==> src/design/soph_ram.sv <==
module soph_ram #(
    parameter int WIDTH = 8,
    parameter int DEPTH = 16
) (
    input  logic                     clk,
    input  logic                     we,
    input  logic [$clog2(DEPTH)-1:0] waddr,
    input  logic [WIDTH-1:0]         wdata,
    input  logic                     re,
    input  logic [$clog2(DEPTH)-1:0] raddr,
    output logic [WIDTH-1:0]         rdata
);

    logic [WIDTH-1:0] mem [DEPTH];

    always_ff @(posedge clk)
    begin
        if (we)
        begin
            mem[waddr] <= wdata;
        end
        if (re)
        begin
            rdata <= mem[raddr];
        end
    end

endmodule

==> config.mk <==
export PLATFORM = sky130hd
export DESIGN_NAME = soph_ram
export DESIGN_NICKNAME = d
export VERILOG_FILES = /design/src/design/soph_ram.sv
export SDC_FILE = /design/constraint.sdc
export NUM_CORES = 1
export LEC_CHECK = 0
export BUFFER_PORTS_ARGS = -buffer_cell sky130_fd_sc_hd__buf_4
export CAP_MARGIN = 25
export CORE_MARGIN = 10
export CORE_UTILIZATION = 35
export DETAILED_ROUTE_END_ITERATION = 10
export PLACE_DENSITY = 0.47
export SLEW_MARGIN = 0
export SYNTH_ARGS = -nofsm -noshare
export SYNTH_HDL_FRONTEND = slang
export SYNTH_SLANG_ARGS = --single-unit
==> constraint.sdc <==
create_clock -name clk -period 3.6 [get_ports clk]
set_input_delay 0.54 -clock clk [delete_from_list [all_inputs] [get_ports clk]]
set_output_delay 0.54 -clock clk [all_outputs]
set_load 0.02 [all_outputs]
# Word-level counts from Yosys, hierarchy flattened
# Memories as Yosys holds them, arrays and structs flattened. A register that Yosys moved wholly into a read port is not among the register bits.
# Cells that the tools add are included.
[classes]
n_mux = 2
[ops]
columns = ["cell", "count"]
rows = [
  ["1-bit two-way mux", 2],
]
[totals]
out_inout_bits = 8
elab_cells = 3
mem_bits_rw = 128
regBits = 0
mem_count = 1
[memory_table]
columns = ["memory", "words", "word_bits", "read_ports", "rd_ports_with_merged_regs", "write_ports", "line_no", "text"]
rows = [
  ["mem", 16, 8, 1, 1, 1, "14", "logic [WIDTH-1:0] mem [DEPTH];"],
]

# Depth between registers and ports, before layout
# Gate-level depths: netlist of run 1.
[logic_depth]
word_depth = 2
ltp_mapped = 5
depth_no_buf = 3

# Least setup slack after synthesis of run 1
# No wires, ideal clock.
[synth_path]
path_kind = "input to register"
from = "input port waddr[2]"
to = "memory mem[0][0], enable pin"
t_arrival_ps = 1650
required_ps = 3217
stages = 2
setup_slack_ps = 1567
cell_sequence = "or3b_2 nor3_1"
[synth_rtl]
columns = ["item", "line_no", "text"]
rows = [
  ["from (decl)", "7", "input logic [$clog2(DEPTH)-1:0] waddr,"],
  ["to (decl)", "14", ""],
]
# No word-level cell before the write port.

==> impl_metrics.csv, run 1 <==
group,metric,value,unit
worst_setup_path,cp-start-kind,"input port",
synth,yosysTopAreaCellShare,78.1,%
layout,drive_gt1_share,28.0,%
worst_setup_path,criticalPathCategory,"in -> reg",
sta,clock_skew,0.00659,ns
synth,synth_edf_count,136,
clock_tree,clk_latency,0.41,ns
synth,synth.largest_area_cell,"edfxtp_1",
hold_path,hold_path_class,"in -> reg",
grt,track_usage,11.5,%
sta,setup_viol,0,
clock_tree,htree_levels,4,
layout,utilization,42.6,%
clock_tree,cts_tree,"done",
synth,syn_inst,229,
power_and_ir_drop,power.leakage,2.04,nW
grt,grt_pass1_vias,2512,
synth,synthTopCellsByCount,"edfxtp_1 (136), mux4_2 (18), a22oi_1 (16), mux4_1 (14), nor2_1 (13)",
drt,wirelength,10900,um
drt,first_pass_iters,4,
worst_setup_path,critPathCaptureType,"flip-flop",
worst_setup_path,arrival,2.13,ns
die,initial_core_util,35.8,%
placed_design,hpwlAfterDp,6740,um
drt,dr.first_iter.drc_count,184,
sta,fmax,507,MHz
synth,yosysMostFrequentCell,"edfxtp_1",
sta,final_max_slew_viol_count,0,
grt,overflow,0,
drt,vias_per_cell,5.06,
clock_tree,cts_buffers,17,
synth,ys_seq_elements,136,
run_status,outcome,"completed",
sta,period_share,54.8,%
synth,synthDistinctLibCells,18,
clock_tree,cts_hold_buf,0,
grt,antenna_found_initial,0,
synth,ys.flop_type,"edfxtp_1",
layout,n_antenna_cell,0,
die,dieHeight,142,um
clock_tree,clk_pin_slew,0.06,ns
drt,wl_per_cell,23.3,um
sta,tightestPinTransition,0.973,ns
die,boundaryPins,27,
grt,grt_first_pass_wirelength,16500,um
layout,area_delta_synth_final,18.9,%
synth,synth_fp_nets,248,
synth,synthTopCellsByArea,"edfxtp_1 (78%), mux4_2 (7.8%), mux4_1 (7.0%)",
sta,hold_viol,0,
synth,syn_area_per_cell,22.8,um^2
clock_tree,clkSinkCount,136,
sta,slew_headroom,34.9,%
die,num_rows,44,
layout,finalNetCount,288,
die,die_x,142,um
worst_setup_path,worst_ep_required_time,3.75,ns
clock_tree,clockBufferDepth,2,
synth,synth_area,0.00523,mm^2
die,die_area,0.0202,mm^2
power_and_ir_drop,power.density,600,mW/mm^2
grt,grt_max_degree,33,
worst_setup_path,path_max_fanout,32,
clock_tree,cts_setup_buffers,0,
clock_tree,cts_resized,0,
sta,setup_tns,0,ns
drt,vias,2357,
sta,fin_crit,1.97,ns
sta,rsz0062_at_grt,"false",
synth,synth.yosys.seq_area_share,78.1,%
synth,ys_async_sr_fraction,0,%
drt,drc,0,
synth,yosysWarnings,0,
clock_tree,root_buffer,"clkbuf_16",
placed_design,port_buffers,26,
placed_design,finalWeightedCongestion,0.704,
run,maxCapViolations,0,
drt,drtAntennaViolNets,0,
die,core_region_area,0.0146,mm^2
power_and_ir_drop,ir_drop,0.398,mV
==> final timing paths <==
| check | slack [ns] | cells past startpoint | startpoint | to |
|---|---|---|---|---|
| max | 1.63 | 4 | raddr[0] | rdata[0]$_DFFE_PP_ |
| min | 0.45 | 1 | wdata[5] | mem[0][5]$_DFFE_PP_ |
| max reg2reg | 2.07 | 3 | mem[1][0]$_DFFE_PP_ | rdata[0]$_DFFE_PP_ |
| min reg2reg | 0.75 | 3 | mem[4][2]$_DFFE_PP_ | rdata[2]$_DFFE_PP_ |
==> per-stage QoR <==
stage | worst slack, ns | hold slack (ns) | instances | power [mW] | area [um^2]
CTS | 1.60 | 0.434 | 465 | 3.78 | 6210
detailed placement | 1.15 | 0.736 | 433 | 2.01 | 5600
global placement | 1.18 | 0.738 | 433 | 2.01 | 5600
floorplan | 1.57 | 0.639 | 229 | 1.92 | 5230
global route | 1.55 | 0.445 | 466 | 3.87 | 6210
finish | 1.63 | 0.446 | 466 | 3.73 | 6210
==> layout by cell type, fill, tap and decap left out <==
cell type   Yosys  layout
nand2b_1        2       2
bufinv_16       0       4
mux4_2         18      18
and2_1          1       1
buf_4           1      31
edfxtp_1      136     136
nand3b_1        2       2
nor2b_1         1       1
nor3_1          4       4
clkinv_1        0       3
clkbuf_16       0      17
or3b_2          1       1
mux4_1         14      14
nand3_1         1       1
a22oi_1        16      16
and2b_1         1       1
nand2_1         9       9
nor2_1         13      13
clkinvlp_4      0       5
clkinv_2        0       3
==> final cells by class <==
cell class	count	area, um^2
Clock buffer	17	425
Clock inverter	15	184
Fill cell	1260	8380
Multi-Input combinational cell	83	1060
Sequential cell	136	4080
Tap cell	184	230
Timing Repair Buffer	31	233
==> metal layers <==
layer	share of wire [%]	global-route usage [%]	wire, um	vias up
li1	-	-	-	1067
met1	45	15.0	4940	1217
met2	48	17.3	5230	64
met3	5.5	3.91	597	9
met4	0.94	4.84	102	0
met5	0	0	0	-
==> logic make-up after synthesis <==
kind of cell / Yosys count / share of synthesized area (%)
DFF: 136 / 78.1
and+or+nand+nor: 35 / 3.14
muxes: 32 / 14.8
AOI/OAI and AO/OA: 16 / 2.30
buffers and inverters: 10 / 1.65
==> where the power goes <==
part,switching [mW],internal [mW],total (mW)
Combinational,0.103,0.0723,0.175
Clock,0.615,1.14,1.76
Sequential,0.00983,1.79,1.79
==> state kept, by name, summed over array words and instances, names as in the netlist <==
register  flops
mem         128
rdata         8
==> worst max-delay path, cell delays in order <==
cell and delay, ns:
buf_4 0.49, mux4_1 0.66, a22oi_1 0.30, nand2_1 0.10
No activity file was read; power rests on OpenSTA's default activity.
==> inputs of run 2 (changes only) <==
Clock period 3.6 ns to 2 ns, I/O delays scaled along.
==> run 2 against run 1 <==
Compared with the run above:
- routed wire length grew 1.8%
- final cell count increased by 3.2%
- via count grew 4.0%
- worst hold slack lost 0.25 ns
- utilization up 0.37 points
- register-to-register slack got worse by 1.6 ns
- critical path type is now reg -> reg
==> impl_metrics.csv, run 2 (synthesis gave the netlist of run 1 again) <==
group,metric,value,unit
die,initial_core_util,35.8,%
worst_setup_path,worst-path-stages,3,
sta,tightestPinTransition,0.416,ns
drt,first_pass_iters,4,
die,core_region_area,0.0146,mm^2
worst_setup_path,slowest_stage,"mux4_2",
die,die_area,0.0202,mm^2
clock_tree,clkSinkCount,136,
sta,setup_tns,0,ns
power_and_ir_drop,cell_internal_pwr,5.04,mW
placed_design,hpwlAfterDp,6930,um
layout,final_common_cell,"edfxtp_1",
layout,reg.largest.list,"mem: 128 flops, rdata: 8 flops",
drt,vias,2451,
clock_tree,htree_levels,4,
worst_setup_path,path_buf_inv,0,
layout,fillers,1270,
grt,grt_first_pass_wirelength,16600,um
layout,regArea,0.00408,mm^2
drt,wirelength,11100,um
hold_path,hold_path_class,"in -> reg",
sta,period_share,75.0,%
die,dieHeight,142,um
sta,fin_crit,1.50,ns
sta,fmax,667,MHz
drt,drtAntennaViolNets,0,
layout,multi_input_area,0.00106,mm^2
worst_setup_path,path_max_fanout,1,
clock_tree,clk_pin_slew,0.05,ns
grt,antenna_found_initial,0,
worst_setup_path,r2r-start,"mem[11][7]$_DFFE_PP_",
clock_tree,cts_resized,0,
drt,dr.first_iter.drc_count,171,
layout,drive_gt1_share,28.6,%
drt,drc,0,
power_and_ir_drop,power.density,1000,mW/mm^2
worst_setup_path,worstRegToRegCells,3,
worst_setup_path,critPathCaptureType,"flip-flop",
worst_setup_path,reg2reg_slack,0.50,ns
power_and_ir_drop,netSwitchingPower,1.25,mW
clock_tree,cts_hold_buf,0,
sta,hold_viol,0,
run,maxCapViolations,0,
sta,setup_viol,0,
layout,largest_reg_flops,128,
power_and_ir_drop,p_sw_share,19.9,%
power_and_ir_drop,seqPwrFrac,51.4,%
worst_setup_path,worst_ep_required_time,2.14,ns
sta,slew_headroom,72.3,%
worst_setup_path,cp-startpoint,"mem[11][7]$_DFFE_PP_",
run_status,outcome,"completed",
grt,grt_pass1_vias,2635,
grt,grt_max_degree,28,
die,boundaryPins,27,
worst_setup_path,crit_chain,"mux4_2 -> a22oi_1 -> nand2_1",
clock_tree,clk_latency,0.42,ns
placed_design,port_buffers,26,
clock_tree,cts_tree,"done",
layout,n_antenna_cell,0,
layout,area_delta_synth_final,19.9,%
die,die_x,142,um
layout,finalNetCount,304,
power_and_ir_drop,ir_drop,0.503,mV
clock_tree,cts_setup_buffers,0,
worst_setup_path,r2r-end,"rdata[7]$_DFFE_PP_",
placed_design,finalWeightedCongestion,0.695,
worst_setup_path,criticalPathCategory,"reg -> reg",
sta,rsz0062_at_grt,"false",
grt,overflow,0,
power_and_ir_drop,p_clk_share,43.2,%
layout,mostFrequentLayoutCells,"edfxtp_1 (136), buf_4 (44), mux4_2 (18)",
worst_setup_path,worstSetupEndpoint,"rdata[7]$_DFFE_PP_",
power_and_ir_drop,p_total,6.29,mW
clock_tree,cts_buffers,17,
die,num_rows,44,
worst_setup_path,arrival,1.64,ns
grt,track_usage,11.7,%
worst_setup_path,critPathMaxStageDelay,0.47,ns
clock_tree,clockBufferDepth,2,
sta,final_max_slew_viol_count,0,
worst_setup_path,path_delay_family,"multiplexers",
layout,utilization,43.0,%
clock_tree,root_buffer,"clkbuf_16",
layout,top_register,"mem",
worst_setup_path,cp-start-kind,"flip-flop",
power_and_ir_drop,power.leakage,2.10,nW
sta,clock_skew,0.00886,ns
drt,vias_per_cell,5.10,
power_and_ir_drop,p_comb_share,5.4,%
drt,wl_per_cell,23.0,um
==> run 2: cell types whose count changed in the layout (fill, tap and decap cells not counted) <==
| cell | before | now |
|---|---|---|
| clkinv_2 | 3 | 1 |
| bufinv_16 | 4 | 1 |
| clkinvlp_4 | 5 | 0 |
| clkbuf_1 | 0 | 7 |
| buf_12 | 0 | 3 |
| buf_4 | 31 | 44 |
| clkinv_1 | 3 | 5 |
==> run 2: final cells by class <==
type / count / area share [%]
Clock buffer: 24 / 7.21
Clock inverter: 7 / 0.858
Multi-Input combinational cell: 83 / 16.9
Sequential cell: 136 / 65.2
Tap cell: 184 / 3.67
Timing Repair Buffer: 47 / 6.23
==> run 2: metrics by stage <==
| stage | instances | cell area (um^2) | worst slack [ns] | hold WS [ns] |
|---|---|---|---|---|
| final | 481 | 6270 | 0.501 | 0.198 |
| after global routing | 481 | 6270 | 0.444 | 0.198 |
| after CTS | 481 | 6270 | 0.490 | 0.187 |
| after detailed placement | 450 | 5760 | 0.156 | 0.626 |
| after global placement | 450 | 5760 | 0.129 | 0.619 |
| after floorplan | 229 | 5230 | 0.207 | 0.399 |
==> run 2: power groups by stage <==
stage | clock (mW) | combinational, mW | sequential [mW]
after floorplan | 0 | 0.162 | 3.30
after global placement | 0 | 0.346 | 3.29
after detailed placement | 0 | 0.349 | 3.29
after CTS | 2.77 | 0.349 | 3.23
after global routing | 2.91 | 0.370 | 3.24
final | 2.72 | 0.339 | 3.23
==> run 2: worst min-delay path by stage <==
stage                  start                    to  slack, ns  depth (start not counted)
floorplan           wdata[0]   mem[0][0]$_DFFE_PP_       0.40                          0
global placement    wdata[6]   mem[1][6]$_DFFE_PP_       0.62                          1
detailed placement  wdata[6]   mem[2][6]$_DFFE_PP_       0.63                          1
CTS                 wdata[6]   mem[2][6]$_DFFE_PP_       0.19                          1
global route        wdata[2]   mem[1][2]$_DFFE_PP_       0.20                          1
finish              wdata[2]  mem[15][2]$_DFFE_PP_       0.20                          1
==> run 2: metal layers <==
| metal | vias to the layer above | routed length, um | global-route usage [%] |
|---|---|---|---|
| met5 | - | 0 | 0 |
| met4 | 0 | 151 | 4.52 |
| met3 | 16 | 471 | 4.27 |
| met2 | 52 | 5230 | 17.7 |
| met1 | 1294 | 5220 | 14.9 |
| li1 | 1089 | - | - |
