## src/design/soph_pkg.sv

```systemverilog
package soph_pkg;

    localparam int MAX_SLICES       = 256;
    localparam int MAX_CHANNELS     = 8;
    localparam int COUNT_WIDTH      = 32;
    localparam int CHANNEL_ID_WIDTH = 8;

    localparam int CELLS   = MAX_SLICES * MAX_CHANNELS;
    localparam int CELL_AW = $clog2(CELLS);
    localparam int SLOT_W  = $clog2(MAX_CHANNELS);
    localparam int WORD_W  = 3 * COUNT_WIDTH;

    typedef logic [2:0] status_t;

    localparam status_t ST_OK       = 3'd0;
    localparam status_t ST_ROUTE    = 3'd1;
    localparam status_t ST_NO_AXIS  = 3'd2;
    localparam status_t ST_PRESENCE = 3'd3;
    localparam status_t ST_RANGE    = 3'd4;
    localparam status_t ST_IDENTITY = 3'd5;
    localparam status_t ST_CHANNEL  = 3'd6;
    localparam status_t ST_OVERFLOW = 3'd7;

    localparam logic [1:0] MODE_P      = 2'd0;
    localparam logic [1:0] MODE_PR     = 2'd1;
    localparam logic [1:0] MODE_PRD    = 2'd2;
    localparam logic [1:0] MODE_NESTED = 2'd3;

    localparam logic [2:0] REG_ROUTE_MODE    = 3'd0;
    localparam logic [2:0] REG_KT_AXIS_EN    = 3'd1;
    localparam logic [2:0] REG_MT_AXIS_EN    = 3'd2;
    localparam logic [2:0] REG_KT_SLICE_TOT  = 3'd3;
    localparam logic [2:0] REG_MT_SLICE_TOT  = 3'd4;
    localparam logic [2:0] REG_CHANNEL_TOT   = 3'd5;
    localparam logic [2:0] REG_CHANNEL_TABLE = 3'd6;

    typedef struct packed {
        logic [7:0] flat_slice;
        logic       kt_present;
        logic [7:0] kt_slice;
        logic       mt_present;
        logic [7:0] mt_slice;
        logic [2:0] channel_slot;
        logic [7:0] channel_code;
        logic       route_p;
        logic       route_pr;
        logic       route_prd;
    } item_t;

    typedef struct packed {
        status_t     status;
        logic [31:0] count_p;
        logic [31:0] count_pr;
        logic [31:0] count_prd;
    } result_t;

    typedef struct packed {
        logic [2:0]  index;
        logic [63:0] value;
    } cfg_write_t;

    typedef struct packed {
        logic [1:0]  route_mode;
        logic        kt_axis_enabled;
        logic        mt_axis_enabled;
        logic [8:0]  kt_slice_total;
        logic [8:0]  mt_slice_total;
        logic [3:0]  channel_total;
        logic [63:0] channel_id_table;
    } cfg_regs_t;

    localparam cfg_regs_t CFG_RESET = '{
        route_mode:       2'd0,
        kt_axis_enabled:  1'b1,
        mt_axis_enabled:  1'b0,
        kt_slice_total:   9'd16,
        mt_slice_total:   9'd1,
        channel_total:    4'd8,
        channel_id_table: 64'd0
    };

endpackage

```

## src/design/soph_check.sv

```systemverilog
module soph_check (
    input  soph_pkg::item_t     item,
    input  soph_pkg::cfg_regs_t cfg,
    output soph_pkg::status_t   status
);

    logic        conflict;
    logic [17:0] prod;
    logic [17:0] total;
    logic [17:0] total_sat;
    logic        in_range;
    logic [17:0] recomb;
    logic        ident_ok;
    logic [3:0]  chans;
    logic        slot_ok;
    logic        code_ok;

    always_comb
    begin
        case (cfg.route_mode)
            soph_pkg::MODE_P:   conflict = item.route_pr || item.route_prd;
            soph_pkg::MODE_PR:  conflict = item.route_p || item.route_prd;
            soph_pkg::MODE_PRD: conflict = item.route_p || item.route_pr;
            default:            conflict = (item.route_p && !item.route_pr) ||
                                           (item.route_pr && !item.route_prd);
        endcase
    end

    // entry count, saturated
    always_comb
    begin
        prod = 18'(cfg.kt_slice_total) * 18'(cfg.mt_slice_total);
        if (cfg.kt_axis_enabled && cfg.mt_axis_enabled)
        begin
            total = prod;
        end
        else if (cfg.kt_axis_enabled)
        begin
            total = 18'(cfg.kt_slice_total);
        end
        else
        begin
            total = 18'(cfg.mt_slice_total);
        end
        total_sat = (total > 18'(soph_pkg::MAX_SLICES)) ? 18'(soph_pkg::MAX_SLICES) : total;
        in_range  = 18'(item.flat_slice) < total_sat;
    end

    // kt*m + mt == flat with mt < m is the same as the div/mod split
    always_comb
    begin
        recomb = 18'(item.kt_slice) * 18'(cfg.mt_slice_total) + 18'(item.mt_slice);
        if (cfg.kt_axis_enabled && cfg.mt_axis_enabled)
        begin
            ident_ok = (recomb == 18'(item.flat_slice)) &&
                       (9'(item.mt_slice) < cfg.mt_slice_total);
        end
        else if (cfg.kt_axis_enabled)
        begin
            ident_ok = item.kt_slice == item.flat_slice;
        end
        else
        begin
            ident_ok = item.mt_slice == item.flat_slice;
        end
    end

    always_comb
    begin
        chans   = (cfg.channel_total < 4'(soph_pkg::MAX_CHANNELS)) ?
                  cfg.channel_total : 4'(soph_pkg::MAX_CHANNELS);
        slot_ok = 4'(item.channel_slot) < chans;
        code_ok = item.channel_code[soph_pkg::CHANNEL_ID_WIDTH-1:0] ==
                  cfg.channel_id_table[8*item.channel_slot +: soph_pkg::CHANNEL_ID_WIDTH];
    end

    always_comb
    begin
        if (conflict)
        begin
            status = soph_pkg::ST_ROUTE;
        end
        else if (!cfg.kt_axis_enabled && !cfg.mt_axis_enabled)
        begin
            status = soph_pkg::ST_NO_AXIS;
        end
        else if (item.kt_present != cfg.kt_axis_enabled ||
                 item.mt_present != cfg.mt_axis_enabled)
        begin
            status = soph_pkg::ST_PRESENCE;
        end
        else if (!in_range)
        begin
            status = soph_pkg::ST_RANGE;
        end
        else if (!ident_ok)
        begin
            status = soph_pkg::ST_IDENTITY;
        end
        else if (!slot_ok || !code_ok)
        begin
            status = soph_pkg::ST_CHANNEL;
        end
        else
        begin
            status = soph_pkg::ST_OK;
        end
    end

endmodule
```

## config.mk

```make
export PLATFORM = sky130hd
export DESIGN_NAME = soph_check
export DESIGN_NICKNAME = d
export VERILOG_FILES = /design/src/design/soph_pkg.sv /design/src/design/soph_check.sv
export SDC_FILE = /design/constraint.sdc
export NUM_CORES = 1
export LEC_CHECK = 0
export ABC_AREA = 1
export BUFFER_PORTS_ARGS = -buffer_cell sky130_fd_sc_hd__buf_4
export CORE_MARGIN = 5
export CORE_UTILIZATION = 56
export DETAILED_ROUTE_END_ITERATION = 8
export PLACE_DENSITY_LB_ADDON = 0.3
export SLEW_MARGIN = 20
export SYNTH_ARGS = -nofsm -noshare
export SYNTH_HDL_FRONTEND = slang
export SYNTH_SLANG_ARGS = --single-unit
```

## constraint.sdc

```tcl
create_clock -name vclk -period 7.7
set_input_delay 0.77 -clock vclk [all_inputs]
set_output_delay 0.77 -clock vclk [all_outputs]
set_load 0.01 [all_outputs]
```

* Yosys cells after proc, flatten, opt, wreduce, memory -nomap -nowiden
Index checks and enable logic that the tools add are counted.
** Word-level totals
- Input bits :: 130
- Logic and storage cells :: 48
- Memories kept :: 0
- ROM bits :: 0
- Latch bits :: 0
- Flip-flop bits (word level) :: 0
- Bits in writable memories :: 0
- Output and inout port bits :: 3
** Operators by class
- Multipliers :: 2
- Div/mod/pow operators :: 0
- Shifts and indexed selects :: 1
- Reduce and logical (&&, ||, !) cells :: 18
- Bitwise gates (word level) :: 0
- $lt $le $gt $ge :: 5
- Add/subtract/negate cells :: 1
- Multiplexer cells :: 13
- Equality and inequality tests :: 8
** Operator list (number)
- $shiftx 64x7->8 :: 1
- $mux 18 :: 2
- $eq 8x8->1 :: 3
- $add 17x8->18 :: 1
- $eq 18x8->1 :: 1
- $gt 18x9->1 const B :: 1
- $lt 8x18->1 :: 1
- $mul 9x9->18 :: 1
- $mux 3 :: 6
- $mul 8x9->17 :: 1
- $lt 8x9->1 :: 1
- $mux 9 :: 1
- $logic_not 1->1 :: 6
- $logic_or 1x1->1 :: 6
- $logic_and 1x1->1 :: 5
- $lt 3x4->1 :: 1
- $lt 4x4->1 const B :: 1
- $mux 4 :: 1
- $pmux 1 s3 :: 1
- $eq 2x1->1 const B :: 1
- $eq 2x2->1 const B :: 1
- $logic_not 2->1 :: 1
- $mux 1 :: 2
- $ne 1x1->1 :: 2

* Depth between registers and ports, before layout
- Depth after elaboration :: 11
- Gate-level depth with buffers :: 37
- Mapped depth without buffers :: 36

* Worst setup path before layout
No wires, ideal clock.
- Kind :: input to output
- From :: input port cfg[75] (netlist name)
- To :: output port status[1]
- Buffers on the path :: 2
- Path slack :: 0.793 ns
- Data required time :: 6.930 ns
- Arrival :: 6.137 ns
- Cell stages on the path :: 35
- Cells stage by stage :: clkbuf_1 -> clkbuf_1 -> nand2_1 -> fa_1 -> fa_1 -> inv_1 -> fa_1 -> inv_1 -> fa_1 -> inv_1 -> ha_1 -> nand2_1 -> inv_2 -> nand2_1 -> nand2_1 -> nand2_1 -> nand3_2 -> nand2_1 -> nand2_1 -> nor2_1 -> nor2_2 -> nor2_4 -> nand3b_1 -> ha_1 -> a21oi_1 -> nor3_1 -> a211oi_1 -> nand2_1 -> nand2_1 -> a21oi_1 -> nand3_4 -> nand2_1 -> inv_1 -> nand2_1 -> a21oi_1
** On the way
- Word-level cells in the longest chain between the ends :: 10
- Elaborated cells on any way between the ends :: 17
- Classes of those cells :: 1 x add/sub; 2 x mul; 3 x order compare; 1 x eq/ne; 9 x mux; 1 x reduce/logical
** Ends and longest elaborated chain
- start, declared :: RTL line soph_check.sv:3 : input soph_pkg::cfg_regs_t cfg,
- branches (longest 6 deep; another with $mul 9x9->18)
- $mux 3 (*) :: RTL line soph_check.sv:92 : else if (!in_range)
- $mux 3 (*) :: RTL line soph_check.sv:87 : else if (item.kt_present != cfg.kt_axis_enabled ||
- $mux 3 (*) :: RTL line soph_check.sv:83 : else if (!cfg.kt_axis_enabled && !cfg.mt_axis_enabled)
- $mux 3 (*) :: RTL line soph_check.sv:79 : if (conflict)
- end, declared :: RTL line soph_check.sv:4 : output soph_pkg::status_t status
Mark *: on every way between the ends.

* Final worst setup path
- From :: input port cfg[76] (netlist name)
- To :: output port status[1]
Same word-level chain as after synthesis.

==> results.toml <==
[global_routing]
grt_pass1_wl_um = 34300
track_usage = 0.245
antenna_found_initial = 0
grt_max_degree = 34
grt_overflow = 0
grt_pass1_vias = 7397

[cells_and_area]
postLayoutCoreUtil = 0.640
drive_gt1_frac = 0.124
n_antenna_cell = 0
area_growth_pct = 12.4
n_clock_buffer = 0
nets = 1688
seq_cells = 0
final_cell_area_um2 = 8890
register_area_um2 = 0
instances_no_fill = 1537

[timing]
setup_viol = 0
setup_ws_ns = 0.641
tns_ns = 0
drv_slew = 0
fmax_mhz = 142
finalCritPeriodShare = 0.917
grt_setup_unrepaired = "false"
whs_ns = 1.99
slew_headroom = 0.656
worst_pin_slew_ns = 0.512
hold_violations = 0
min_period_ns = 7.06

[placement]
dp.cells = 1537
dpl_cell_area_um2 = 8890
post-dp-hpwl_um = 17200
pre_cts_slack_ns = 0.632
numPortBuffers = 133
place_congestion = 0.918

[synthesis]
ys_warn_count = 0
postSynthCellCount = 1274
syn-cell-area_um2 = 7910
synth_seq_area_share = 0
synthTopCellsByArea = "fa_1 25%, nand2_1 17%, inv_1 16%, ha_1 16%, nor2_1 4.3%"
yosysUniqueCellTypes = 46
syn_area_per_cell_um2 = 6.21
synthesis.nets = 1603
yosysTopAreaCellShare = 0.253
synth_top_cell_by_area = "fa_1"

[routing]
ant_nets = 0
routed_wl_um = 20200
drcViolationCount = 0
drt_pass1_iterations = 5
dr_total_vias = 7807
drt-vias-per-instance = 5.08
post_drt_wl_per_cell_um = 13.2
drt_iter0_markers = 605

[pwr]
ir_worst_vdd_uv = 134
leakage_nw = 5.75
power_density_nw_per_um2 = 195
fin_total_pwr_mw = 1.73

[floorplan]
num_rows = 43
core_area_um2 = 13900
die_h_um = 129
dieArea_um2 = 16600
initial_core_util = 0.570
fp.dieW_um = 129
ioPinCount = 133

[worst_setup_path]
crit_type = "in2out"
crit_path_end_kind = "output port"
worst_ep_arrival_time_ns = 6.29
cpMaxStageDelayCell = "fa_1"
max_stage_delay_ns = 0.55
cpMostUsedCell = "nand2_1"
crit_path_max_fanout = 19
startpoint_type = "input pin"
cp.required_ns = 6.93

[clock_tree]
cts.repair.resized = 0
post-cts-setup-buffers = 0
cts_hold_repair.buffers = 0

[worst_hold_path]
hold_path_class = "in2out"

[status]
status = "completed"

[job]
drv_cap = 0
[where the power goes]
| part | total, mW | leakage (nW) | internal (mW) | switching (mW) |
|---|---|---|---|---|
| Combinational | 1.73 | 5.75 | 0.660 | 1.07 |
| Sequential | 0 | 0 | 0 | 0 |
| Clock | 0 | 0 | 0 | 0 |
| Total | 1.73 | 5.75 | 0.660 | 1.07 |
[placed cells by master (no fill, tap or decap), types with 2 or more instances in the layout]
cell type and n:
inv_4 2, o21ai_0 41, inv_2 6, nand4_1 9, nor2_1 90, nand3_2 6
xnor2_1 11, o21ai_1 12, nor2_2 5, fa_1 100, nand2_2 6, nor4_1 2
or2_2 2, buf_4 133, nand3b_1 12, o22ai_1 6, a21oi_1 23, nor3_1 7
a22oi_1 2, nand2_1 366, xor2_1 12, ha_1 99, o211ai_1 6, nand3_1 50
inv_1 331, a21oi_2 2
[path summary, 6_finish.rpt]
| path | depth (start not counted) | startpoint | slack (ns) | end |
|---|---|---|---|---|
| worst max-delay path | 35 | cfg[76] | 0.64 | status[1] |
| worst min-delay path | 6 | cfg[86] | 1.99 | status[0] |
[per-layer routing]
| layer | up-vias | part of all wire | GRT usage |
|---|---|---|---|
| met4 | 0 | 0.0095 | 0.0210 |
| met1 | 3577 | 0.45 | 0.354 |
| met3 | 17 | 0.082 | 0.0133 |
| met2 | 288 | 0.46 | 0.422 |
| li1 | 3925 | - | - |
| met5 | - | 0 | 0 |
[Yosys cell counts (4+ instances only)]
master / count
nand2_1: 366
inv_1: 331
fa_1: 100
ha_1: 99
nor2_1: 90
nand3_1: 50
o21ai_0: 41
clkbuf_1: 26
a21oi_1: 23
buf_2: 14
nand3b_1: 12
o21ai_1: 12
xor2_1: 12
xnor2_1: 11
nand4_1: 9
nor3_1: 7
inv_2: 6
nand2_2: 6
nand3_2: 6
o211ai_1: 6
o22ai_1: 6
nor2_2: 5
buf_4: 4
[layout make-up]
type                       count  area [um2]
timing repair buffer         133         998
inverter                     340        1280
fill                        1305        4990
multi-input combinational    884        6380
tap                          180         225
[kinds of logic after synthesis]
family	share of synthesized area
AND/OR/NAND/NOR	0.302
XOR/XNOR	0.0255
buffers and inverters	0.193
adder cells (fa/ha/maj)	0.410
AO/OA/AOI/OAI	0.0696
[critical path, delay by kind of cell]
| kind | cells | cell delay (ns) |
|---|---|---|
| compound gates | 4 | 0.55 |
| fa+ha+maj | 6 | 2.76 |
| buf+inv | 7 | 0.60 |
| simple gates | 18 | 1.59 |
Power figures use the tool's default switching activity.
